--- src/rtl/oriented_box_grid_rasterizer_top_macros.svh ---
// assertion macros used by the rasterizer top level
`ifndef ORIENTED_BOX_GRID_RASTERIZER_TOP_MACROS_SVH
`define ORIENTED_BOX_GRID_RASTERIZER_TOP_MACROS_SVH

// property that must hold at every clock edge out of reset
`define OBR_ASSERT(lbl, prop, msg) \
  lbl: assert property (@(posedge clk) disable iff (!rst_n) (prop)) else $error(msg);

// antecedent in one cycle implies consequent in the next
`define OBR_ASSERT_NEXT(lbl, ante, cons, msg) \
  lbl: assert property (@(posedge clk) disable iff (!rst_n) (ante) |=> (cons)) else $error(msg);

`endif

--- src/rtl/obrast_pkg.sv ---
// types, constants and register codes of the oriented box rasterizer
package obrast_pkg;

  localparam int GRID_WIDTH_DEF  = 1024;
  localparam int GRID_HEIGHT_DEF = 1024;

  // half diagonal of the car footprint, rounded up, Q16.16 metres
  localparam logic signed [33:0] DIAG_Q16 = 34'sd10264;
  // footprint half length and half width, Q.47
  localparam logic signed [60:0] HALF_LEN_Q47 = 61'sd21110623253299;
  localparam logic signed [60:0] HALF_WID_Q47 = 61'sd6333186975989;
  // offset clamp before the rotation, Q.17
  localparam logic signed [35:0] OFFSET_SAT = 36'sd33554432;
  localparam logic [6:0] MAX_HITS = 7'd64;

  // configuration register indexes
  localparam logic [2:0] CFG_ORIGIN_X   = 3'd0;
  localparam logic [2:0] CFG_ORIGIN_Y   = 3'd1;
  localparam logic [2:0] CFG_CELL_SIZE  = 3'd2;
  localparam logic [2:0] CFG_CELLS_PM   = 3'd3;
  localparam logic [2:0] CFG_WIN_MIN_X  = 3'd4;
  localparam logic [2:0] CFG_WIN_MIN_Y  = 3'd5;
  localparam logic [2:0] CFG_WIN_MAX_X  = 3'd6;
  localparam logic [2:0] CFG_WIN_MAX_Y  = 3'd7;

  typedef struct packed {
    logic               operation;
    logic signed [31:0] pos_x;
    logic signed [31:0] pos_y;
    logic signed [15:0] quat_z;
    logic signed [15:0] quat_w;
  } in_item_t;

  typedef struct packed {
    logic [9:0] cell_x;
    logic [9:0] cell_y;
    logic       last_cell;
  } out_item_t;

  typedef struct packed {
    logic signed [31:0] origin_x;
    logic signed [31:0] origin_y;
    logic [16:0]        cell_size;
    logic [20:0]        cells_per_metre;
    logic [10:0]        win_min_x;
    logic [10:0]        win_min_y;
    logic [10:0]        win_max_x;
    logic [10:0]        win_max_y;
  } cfg_t;

  // classified work handed from front to back
  typedef struct packed {
    logic               obstacle;
    logic               hit_any;
    logic [10:0]        x0;
    logic [10:0]        x1;
    logic [10:0]        y0;
    logic [10:0]        y1;
    logic signed [35:0] dx0;
    logic signed [35:0] dy0;
    logic [17:0]        step;
    logic signed [32:0] cq;
    logic signed [32:0] sq;
  } job_t;

  typedef struct packed {
    logic full;
    logic empty;
  } q_stat_t;

endpackage

--- src/rtl/obrast_queue.sv ---
// two-entry job queue between front and back
module obrast_queue (
  input  logic              clk,
  input  logic              rst_n,
  input  logic              push,
  input  obrast_pkg::job_t  din,
  input  logic              pop,
  output obrast_pkg::job_t  dout,
  output obrast_pkg::q_stat_t stat
);
  import obrast_pkg::*;

  job_t       mem_r [2];
  logic       wr_ptr_r;
  logic       rd_ptr_r;
  logic [1:0] cnt_r;

  assign dout       = mem_r[rd_ptr_r];
  assign stat.full  = (cnt_r == 2'd2);
  assign stat.empty = (cnt_r == 2'd0);

  // storage
  always_ff @(posedge clk) begin
    if (push) begin
      mem_r[wr_ptr_r] <= din;
    end
  end

  // pointers and fill level
  always_ff @(posedge clk) begin
    if (!rst_n) begin
      wr_ptr_r <= 1'b0;
      rd_ptr_r <= 1'b0;
      cnt_r    <= 2'd0;
    end else begin
      if (push) wr_ptr_r <= ~wr_ptr_r;
      if (pop)  rd_ptr_r <= ~rd_ptr_r;
      if (push && !pop)      cnt_r <= cnt_r + 2'd1;
      else if (pop && !push) cnt_r <= cnt_r - 2'd1;
    end
  end

endmodule

--- config.mk ---
export PLATFORM = sky130hd
export DESIGN_NAME = obrast_queue
export DESIGN_NICKNAME = d
export VERILOG_FILES = /design/src/rtl/oriented_box_grid_rasterizer_top_macros.svh /design/src/rtl/obrast_pkg.sv /design/src/rtl/obrast_queue.sv
export SDC_FILE = /design/constraint.sdc
export NUM_CORES = 1
export LEC_CHECK = 0
export BUFFER_PORTS_ARGS = -buffer_cell sky130_fd_sc_hd__buf_4
export CORE_AREA = 2 2 150 189
export CTS_BUF_LIST = sky130_fd_sc_hd__clkbuf_16
export CTS_CLUSTER_DIAMETER = 120
export DETAILED_ROUTE_END_ITERATION = 12
export DIE_AREA = 0 0 152 191
export PLACE_DENSITY = 0.9
export SLEW_MARGIN = 10
export SYNTH_ARGS = -nofsm -noshare
export SYNTH_HDL_FRONTEND = slang
export SYNTH_SLANG_ARGS = --single-unit
export TNS_END_PERCENT = 50
--- constraint.sdc ---
create_clock -name clk -period 18.2 [get_ports clk]
set_clock_uncertainty 0.2 [all_clocks]
set_input_delay 2.73 -clock clk [delete_from_list [all_inputs] [get_ports clk]]
set_output_delay 2.73 -clock clk [all_outputs]
set_load 0.02 [all_outputs]
Word-level counts from Yosys, hierarchy flattened
Memories as Yosys holds them, arrays and structs flattened. A register that Yosys moved wholly into a read port is not among the register bits.
Cells that the tools add are included.
Storage, ports and cells
  register bits after elaboration: 4
  RAM bits: 404
  input port bits: 206
  output and inout port bits: 204
  logic and storage cells: 21
  memories kept: 1
Operators by class
  $add $sub $neg: 2
  eq/ne operators: 1
  muxes and demuxes: 6
  bitwise gates (word level): 2
  reductions and logical operators: 6
Memory list
  mem_r: depth 2, width 202, rd ports 1, clocked after Yosys merged registers in 1, write ports 1, line obrast_queue.sv:13  | job_t mem_r [2];
Operators with widths (count)
  two-way mux 1 bit: 4
  two-way mux 2 bit: 2
  adder 2 x 1 -> 2 bit, second input constant: 1
  == test 2 bit, second input constant: 1
  logical AND 1 bit: 2
  zero test 1 bit: 2
  zero test 2 bit: 1
  NOT 1 bit: 2
  nonzero test 2 bit: 1
  subtractor 2 x 1 -> 2 bit, second input constant: 1

Logic depth before layout (Yosys ltp)
Gate-level depths: netlist of run 1.
  depth after elaboration: 4
  mapped depth: 5
  depth with buffers taken out: 5

Worst setup path after synthesis of run 1
Ideal clock, no wire load.
  path type: input-to-reg
  from: input port push
  to: register wr_ptr_r
  library setup time: 0.099 ns
  arrival time: 12.176 ns
  data required time: 17.901 ns
  slack: 5.725 ns
  stages: 2
  buffers on the path: 0
  path through: nor2b_1 -> o21a_1
RTL lines
  start: declaration: line obrast_queue.sv:5  | input logic push,
  end signal: assignment: line obrast_queue.sv:36  | if (push) wr_ptr_r <= ~wr_ptr_r;
  end: declaration: line obrast_queue.sv:14  | logic wr_ptr_r;

==> key figures, run 1 <==
Status
  – Status: finished, final reports clean

Cells and area
  – Ratio of cells with drive above 1 in the final layout: a little over 60%
  – Finished Cell Area: between 15000 and 20000 sq um
  – Area delta synth->final: 30.4%
  – Nets: about 1300
  – Post-route insts no fill: around 1500

STA
  – Worst slew margin: between 30% and 40%
  – Setup TNS: 0 ns
  – Final hold vios: 0
  – Fmax: roughly 170 MHz
  – WHS: approximately 0.31 ns
  – Crit share post-route: between 30% and 40%
  – Worst Max-Slew Pin Slew: just under 1 ns
  – Max-slew violations: 0
  – Period minus WS final: a little under 6 ns
  – RSZ-0062 raised after global routing: no
  – # setup viols final: 0

Worst setup path
  – CP Class: flip-flop to output port
  – Worst setup SP type: flip-flop
  – Slowest cell on crit path: dfxtp_4
  – CP cell instances: buf_4 > mux2_2 > buf_4
  – FF-to-FF Start: wr_ptr_r
  – Data required, critical path: approximately 15 ns
  – CP delay by family, top: buffers and inverters
  – Crit. path cell count: 3
  – Buf+Inv Stages, Crit Path: 2
  – Cell mode on critical path: buf_4
  – R2R depth: 2
  – Critical path fanouts, max: 71
  – CP Capture Type: output port
  – CP Data Arrival Time: roughly 3 ns
  – Slowest stage delay, CP: 0.98 ns

Pwr
  – Pleak: slightly above 7 nW
  – Max VDD drop: between 0.00009 and 0.0001 V
  – Power Dens Cells: roughly 110 nW/um^2

Floorplan
  – Die width: roughly 150 um
  – Core area: ~27000 sq um
  – Ports: 410
  – # rows: between 60 and 70
  – DIE AREA: about 29000 sq um
  – Die Ht: approximately 190 um
  – Initial Util: between 50% and 60%

Synthesis
  – Multiplexer share of the synthesized area: 15.3%
  – Synth cell count leaders: edfxtp_1 (404), mux2_2 (202), buf_6 (18)
  – Post-Synth XOR/XNOR Area: less than 1%
  – Async SR Flop Fraction: 0%
  – Synth Instances: 650
  – Synth area leader: edfxtp_1
  – Yosys top cell area share: 81.7%
  – Top post-synthesis cells by area: edfxtp_1 (82%), mux2_2 (15%), buf_6 (1.4%)
  – Number of synthesized flops with an enable pin: around 400
  – Syn nets: 857
  – Syn. warnings: 0
  – Register bit total from synthesis: between 400 and 500
  – Distinct cell type count after synthesis: 18
  – Syn Area/Cell: around 23 sq um
  – Largest family of logic cells by synthesized area: multiplexers
  – Synthesized cell area: roughly 15000 sq um
  – Main synth FF type: edfxtp_1
  – Leading cell type by number of instances after synthesis: edfxtp_1
  – Compound-Gate Fraction of Synth Area: less than 1%
  – Post-Synth Simple-Gate Area: less than 1%
  – Post-Synth Adder-Cell Area: less than 1%
  – Post-synthesis sequential area ratio: between 80 and 90%

Global routing
  – Vias in the first global route: 8369
  – Initial antenna violation count: 1
  – Largest net degree at the start of global routing: between 150 and 200
  – Total grt overflow: 0
  – Global Route Usage Sum: 21.0%
  – First-pass GRT wire length: approximately 46 mm

Placement
  – DP Wirelength: 21.2 mm
  – Post-Place Cells: ~1400
  – Placed inst area: 18200 sq um
  – PortBufs: 409
  – Gpl congestion: approximately 0.8

Detailed routing
  – Via count: about 7700
  – Residual DRC: 0
  – DRT iter0 DRCs: ~370
  – Routed Antenna Nets: 0
  – Routed len/inst: about 22 um
  – Drt via density: between 5 and 6
  – Wirelength, routed: 31.6 mm
  – 1st-pass router iterations: 6

Clock network
  – Reg clk slew, reported paths: approximately 0.06 ns
  – Clock sinks: approximately 410
  – CTS Buffer Depth: 3
  – Clk root buf: clkbuf_16
  – Post_cts resized: 0
  – Worst-Skew Late Latency: 0.52 ns
  – CTS tree: done
  – CTS Hold Bufs: 0
  – CTS H-tree lvls: 2
  – Setup Buffers After CTS: 0
  – CTS Buf Count: 38

Hold path
  – Hold WC Path Type: flip-flop to flip-flop
  – HP Start: cnt_r[1]
  – WHS Path Cells: 2

Job
  – Max-cap viol count: 0
-- layer usage --
layer  GRT usage, %  share of wire [%]
met5              0                  0
met4           11.4                5.3
met2           37.5                 53
met3           6.69                7.8
met1           22.2                 34
-- power breakdown --
group          switching, mW  total (mW)  internal, mW  leakage, nW
clock                  0.318       0.737         0.419        0.607
combinational          0.147       0.281         0.134         2.81
sequential            0.0177        1.11          1.09         3.83
-- cells by family after synthesis --
family / Yosys count
AO/OA/AOI/OAI: 3
multiplexers: 202
adder cells (fa/ha/maj): 1
AND/OR/NAND/NOR: 9
flip-flops: 409
buffers and inverters: 23
XOR/XNOR: 3
-- worst reg2reg max path, cell delays in order, from the launching register on --
cell and delay (ns):
dfxtp_1 0.40, and2_4 0.74, buf_4 0.95
-- stage by stage --
step / utilization [%] / total power, mW / worst slack [ns]
floorplan: - / 1.29 / 5.72
global placement: 66.6 / 1.40 / 12.79
detailed placement: 66.6 / 1.41 / 12.79
CTS: 70.9 / 2.15 / 12.21
global route: 70.9 / 2.20 / 12.08
finish: 70.9 / 2.13 / 12.27
-- worst paths after layout --
check                  end  slack (ns)
max              dout[160]       12.27
min               cnt_r[1]        0.31
max reg2reg  mem_r[1][173]       15.50
min reg2reg       cnt_r[1]        0.31
-- cells in the final DEF (no fill, tap or decap) --
cell type   count
and2b_2         1
o21ai_0         1
clkinv_1        8
clkinvlp_4      1
xnor2_1         1
o21a_1          1
edfxtp_1      404
buf_4         413
and2_4          1
nor2_1          1
buf_12          1
clkinv_2        7
mux2_2        202
clkbuf_16      41
nor2b_1         1
or3_1           1
and2_1          3
bufinv_16       1
dfxtp_4         1
ha_1            1
diode_2         1
xor2_1          2
inv_6           1
inv_1           9
a21boi_0        1
dfxtp_1         4
nor2b_4         1
-- registers in the layout (all words and copies together) (netlist names), named ones only --
name and count:
cnt_r 2, mem_r 404, rd_ptr_r 1, wr_ptr_r 1
-- final cells by class --
class                   instances  area [sq um]
fillers                      1604          7940
multi-input cells             218          2400
well taps                     350           438
repair buffers                414          3120
clock inverters                26           141
clock buffers                  41          1030
diodes                          1          2.50
flip-flops and latches        409         12200
inverters                       1          3.75
No activity file was read; power rests on OpenSTA's default activity.
==> run 2: changes to the inputs <==
CORE_AREA = 2 2 163 204   (was 2 2 150 189)
DIE_AREA = 0 0 165 206   (was 0 0 152 191)
PLACE_DENSITY = 0.82   (was 0.9)
clock period = 5.2 ns   (was 18.2 ns; I/O delays follow)
==> run 2 against run 1 <==
- setup slack worse by 11 ns
- highest routed layer unchanged
- total power rose to 3.5 times the previous value
- sequential power increased to 3.5 times the previous value
- register-to-register slack got worse by 12 ns
- largest cell class unchanged
- combinational power grew to 3.5 times the previous value
- non-clock buffer count is 2 higher
- hold slack lost 0.075 ns
- wire length rose by 0.74%
- sequential share of layout area down 0.28 points
- critical path depth did not move
==> key figures, run 2 (synthesized netlist as in run 1, its figures left out) <==
Placement
  – Gpl congestion: between 0.8 and 0.9
  – Placed inst area: between 15000 and 20000 sq um
  – PortBufs: 409
  – DP Wirelength: between 20 and 25 mm

STA
  – Worst slew margin: about 45%
  – Worst Max-Slew Pin Slew: 0.827 ns
  – Period minus WS final: roughly 3.6 ns
  – Crit share post-route: slightly below 70%
  – Fmax: between 200 and 300 MHz
  – # setup viols final: 0
  – WHS: ~0.24 ns
  – Max-slew violations: 0
  – Final hold vios: 0
  – RSZ-0062 raised after global routing: no

Floorplan
  – DIE AREA: between 30000 and 40000 sq um
  – Die Ht: between 200 and 250 um
  – Core area: 32300 sq um
  – # rows: 74
  – Die width: about 170 um
  – Initial Util: between 40 and 50%
  – Ports: 410

Pwr
  – Power Dens Cells: 378 nW/um^2
  – Pleak: between 7 and 8 nW
  – Total power: 7.36 mW
  – Max VDD drop: ~0.00033 V

Clock network
  – CTS H-tree lvls: 2
  – Reg clk slew, reported paths: ~0.06 ns
  – CTS tree: done
  – CTS Hold Bufs: 0
  – Setup Buffers After CTS: 0
  – Post_cts resized: 0
  – Clock sinks: roughly 410
  – Worst-Skew Late Latency: 0.52 ns
  – Clk root buf: clkbuf_16
  – CTS Buffer Depth: 3
  – CTS Buf Count: 38

Worst setup path
  – Critical path fanouts, max: between 50 and 60
  – CP cell instances: buf_4 > mux2_2 > buf_4
  – CP Class: flip-flop to output port
  – Cell mode on critical path: buf_4
  – Buf+Inv Stages, Crit Path: 2
  – R2R depth: 2
  – CP Capture Type: output port
  – Worst R2R End: mem_r[0][51]
  – Slowest cell on crit path: dfxtp_4
  – Slowest stage delay, CP: 0.73 ns
  – Worst setup SP type: flip-flop
  – CP delay by family, top: buffers and inverters
  – Reg2reg setup slack: just over 3 ns
  – Crit. path cell count: 3
  – FF-to-FF Start: wr_ptr_r
  – Data required, critical path: approximately 4.2 ns
  – CP Data Arrival Time: 2.60 ns

Cells and area
  – Nets: roughly 1300
  – Commonest non-fill, non-tap cells in the layout: buf_4 (412), edfxtp_1 (404), mux2_2 (202)
  – Area delta synth->final: 31.0%
  – Fill cells: around 2300
  – Multi-input logic area: about 2400 sq um
  – Reg area: 12200 sq um
  – Most common cell after layout, fill and taps aside: buf_4
  – Largest reg by FF count: mem_r
  – Max reg flops: 404
  – Finished Cell Area: approximately 19000 sq um
  – Ratio of cells with drive above 1 in the final layout: 60.1%
  – Top Registers: mem_r: 404 flops, cnt_r: 2 flops
  – N_diodes: 0
  – Util after Layout: between 60% and 70%

Global routing
  – Total grt overflow: 0
  – First-pass GRT wire length: ~45 mm
  – Initial antenna violation count: 0
  – Vias in the first global route: approximately 8000
  – Global Route Usage Sum: ~18%
  – Largest net degree at the start of global routing: 105

Detailed routing
  – Wirelength, routed: between 30 and 40 mm
  – Via count: ~7600
  – Residual DRC: 0
  – DRT iter0 DRCs: roughly 570
  – 1st-pass router iterations: 4
  – Routed len/inst: about 21 um
  – Routed Antenna Nets: 0
  – Drt via density: roughly 5.0

Status
  – Status: finished, final reports clean

Hold path
  – HP Start: din[195]
  – Hold WC Path Type: primary input to flip-flop
  – WHS Path Cells: 1
  – Worst Hold Path EP: mem_r[0][195]

Job
  – Max-cap viol count: 0
## run 2: worst max-delay path by stage
stage               slack [ns]           to      start
finish                    1.62     dout[58]  flip-flop
global route              1.51     dout[79]  flip-flop
CTS                       1.61     dout[79]  flip-flop
detailed placement        2.20     dout[65]  flip-flop
global placement          2.27     dout[29]  flip-flop
floorplan                -0.92  mem_r[1][0]       push
## run 2: final cells by class
type,count,share of cell area [%]
well taps,418,2.69
clock buffers,41,5.27
inverters,1,0.0193
flip-flops and latches,409,62.9
repair buffers,416,16.3
multi-input cells,218,12.3
clock inverters,24,0.482
## run 2: metal layers
layer / global-route usage (%) / part of all wire [%] / up-vias
met5: 0 / 0 / -
li1: - / - / 3456
met2: 32.7 / 55 / 317
met3: 5.02 / 7.4 / 83
met4: 9.35 / 4.8 / 0
met1: 18.1 / 33 / 3793
## run 2: through the flow
step | cells | setup slack, ns | TNS, ns
final | 1527 | 1.62 | 0
after floorplan | 650 | -0.921 | -186.03
after global placement | 1462 | 2.27 | 0
after detailed placement | 1462 | 2.20 | 0
after CTS | 1527 | 1.61 | 0
after global routing | 1527 | 1.51 | 0
## run 2: power breakdown
part	switching, mW	internal (mW)	total (mW)	leakage, nW
combinational	0.513	0.472	0.984	2.83
sequential	0.0583	3.82	3.87	3.83
clock	1.10	1.41	2.50	0.603
total	1.67	5.69	7.36	7.27
==> run 3: changes to the inputs <==
CORE_AREA = 2 2 155 194   (was 2 2 163 204)
DIE_AREA = 0 0 157 196   (was 0 0 165 206)
PLACE_DENSITY = 0.86   (was 0.82)
clock period = 3.3 ns   (was 5.2 ns; I/O delays follow)
==> run 3 against run 2 <==
- utilization rose by 14 points
- final cell count grew 12%
- die area decreased by 9.5%
- cell area up 11%
- global-route usage rose by 6.0 points
- critical path type unchanged
- largest cell class unchanged
- largest power group unchanged
==> key figures, run 3 (synthesized netlist as in run 1, its figures left out) <==
Status
  – Status: finished, final reports clean

Hold path
  – Hold WC Path Type: primary input to flip-flop

Clock network
  – Setup Buffers After CTS: 0
  – Reg clk slew, reported paths: around 0.06 ns
  – Worst-Skew Late Latency: about 0.53 ns
  – Clock sinks: slightly above 400
  – CTS tree: done
  – CTS Buffer Depth: 3
  – Clk root buf: clkbuf_16
  – CTS Buf Count: 38
  – CTS H-tree lvls: 2

Placement
  – Post-Place Cells: around 1400
  – Placed inst area: 18300 sq um
  – Post-Place Setup Slack: around 1.0 ns
  – PortBufs: about 410
  – Gpl congestion: 0.806
  – DP Wirelength: ~20 mm

Pwr
  – Pleak: just over 8 nW
  – Total power: ~12 mW
  – Seq pwr share: about half
  – Clock power frac: 34.2%
  – Switching power: 2.81 mW
  – Sw frac: 23.4%
  – Internal: around 9.2 mW
  – Power Dens Cells: 559 nW/um^2
  – Gate power share: roughly 15%
  – Max VDD drop: about 0.00043 V

STA
  – Max-slew violations: 0
  – Worst slew margin: between 30 and 40%
  – # setup viols final: 0
  – Crit share post-route: about nine tenths
  – Fin worst setup slack: 0.375 ns
  – Worst Max-Slew Pin Slew: roughly 0.91 ns
  – Period minus WS final: 2.92 ns
  – Final hold vios: 0
  – Fmax: around 340 MHz
  – RSZ-0062 raised after global routing: no

Cells and area
  – Post-route insts no fill: roughly 1700
  – Commonest non-fill, non-tap cells in the layout: buf_4 (409), edfxtp_1 (404), dlygate4sd3_1 (203)
  – Fill cells: between 1500 and 2000
  – Util after Layout: roughly 74%
  – Multi-input logic area: around 2400 sq um
  – Area delta synth->final: 45.1%
  – Largest reg by FF count: mem_r
  – Most common cell after layout, fill and taps aside: buf_4
  – Max reg flops: just over 400
  – Top Registers: mem_r: 404 flops, cnt_r: 2 flops
  – Finished Cell Area: 21600 sq um
  – Nets: 1494
  – Reg area: ~12000 sq um
  – Ratio of cells with drive above 1 in the final layout: 51.0%

Floorplan
  – Die Ht: roughly 200 um
  – DIE AREA: about 30000 sq um
  – Ports: 410
  – Die width: 157 um
  – # rows: 70
  – Core area: 29000 sq um
  – Initial Util: between 50% and 60%

Detailed routing
  – 1st-pass router iterations: 5
  – Wirelength, routed: 37.4 mm
  – Residual DRC: 0
  – Routed len/inst: approximately 22 um
  – DRT iter0 DRCs: roughly 440
  – Routed Antenna Nets: 0
  – Drt via density: just over 5
  – Via count: between 8000 and 9000

Worst setup path
  – Data required, critical path: 2.60 ns
  – Worst setup SP type: flip-flop
  – CP Capture Type: output port
  – CP Data Arrival Time: 2.23 ns
  – Critical path fanouts, max: about 140
  – CP Class: flip-flop to output port

Job
  – Max-cap viol count: 0

Global routing
  – Vias in the first global route: 9665
  – Total grt overflow: 0
  – Initial antenna violation count: 5
  – Largest net degree at the start of global routing: approximately 140
  – First-pass GRT wire length: about 54 mm
  – Global Route Usage Sum: between 20% and 30%
==> run 3: cell count changes in the layout (fill, tap and decap cells not counted), sizes merged <==
cell,before,now
dlygate4sd3,0,203
inv,15,11
diode,0,5
bufinv,0,1
clkinv,10,15
==> run 3: through the flow <==
stage | hold slack [ns] | setup TNS [ns]
finish | 0.111 | 0
global route | 0.0941 | 0
global placement | 0.285 | 0
CTS | 0.0838 | 0
floorplan | 0.273 | -242.27
detailed placement | 0.318 | 0
==> run 3: path summary, 6_finish.rpt <==
kind	start	slack, ns	endpoint	depth (start not counted)
max	flip-flop	0.38	dout[130]	3
min	pop	0.11	flip-flop	3
max reg2reg	wr_ptr_r	1.40	mem_r[1][131]	2
min reg2reg	cnt_r[1]	0.32	cnt_r[1]	2
==> run 3: power groups by stage <==
stage                     clock [mW]  sequential (mW)  combinational [mW]
after CTS                       4.16             6.07                1.82
after floorplan                    0             6.18               0.881
after detailed placement           0             6.18                1.60
after global placement             0             6.16                1.57
final                           4.12             6.08                1.84
after global routing            4.38             6.10                1.92
==> run 3: what timing repair did <==
| item | in CTS | in global routing |
|---|---|---|
| endpoints found under the hold margin | 408 | 0 |
| resized for setup | 0 | 0 |
| hold buffers | 203 | 0 |
==> run 3: routing by layer <==
metal / routed length (um) / GRT usage [%]
met1: 12600 / 24.0
met2: 21000 / 45.2
met3: 2070 / 4.64
met4: 1780 / 12.7
met5: 0 / 0
==> run 3: area by class of cell <==
cell class / count / share of cell area (%)
Clock buffer: 41 / 4.76
Sequential cell: 409 / 56.8
Timing Repair Buffer: 619 / 24.3
Clock inverter: 26 / 0.627
Tap cell: 396 / 2.30
Antenna cell: 5 / 0.0581
Multi-Input combinational cell: 218 / 11.1
Inverter: 1 / 0.0174
==> run 3: worst max-delay path: stages (launching register included) <==
cell and delay (ns):
dfxtp_4 0.37, buf_12 0.44, mux2_2 0.45, buf_4 0.17
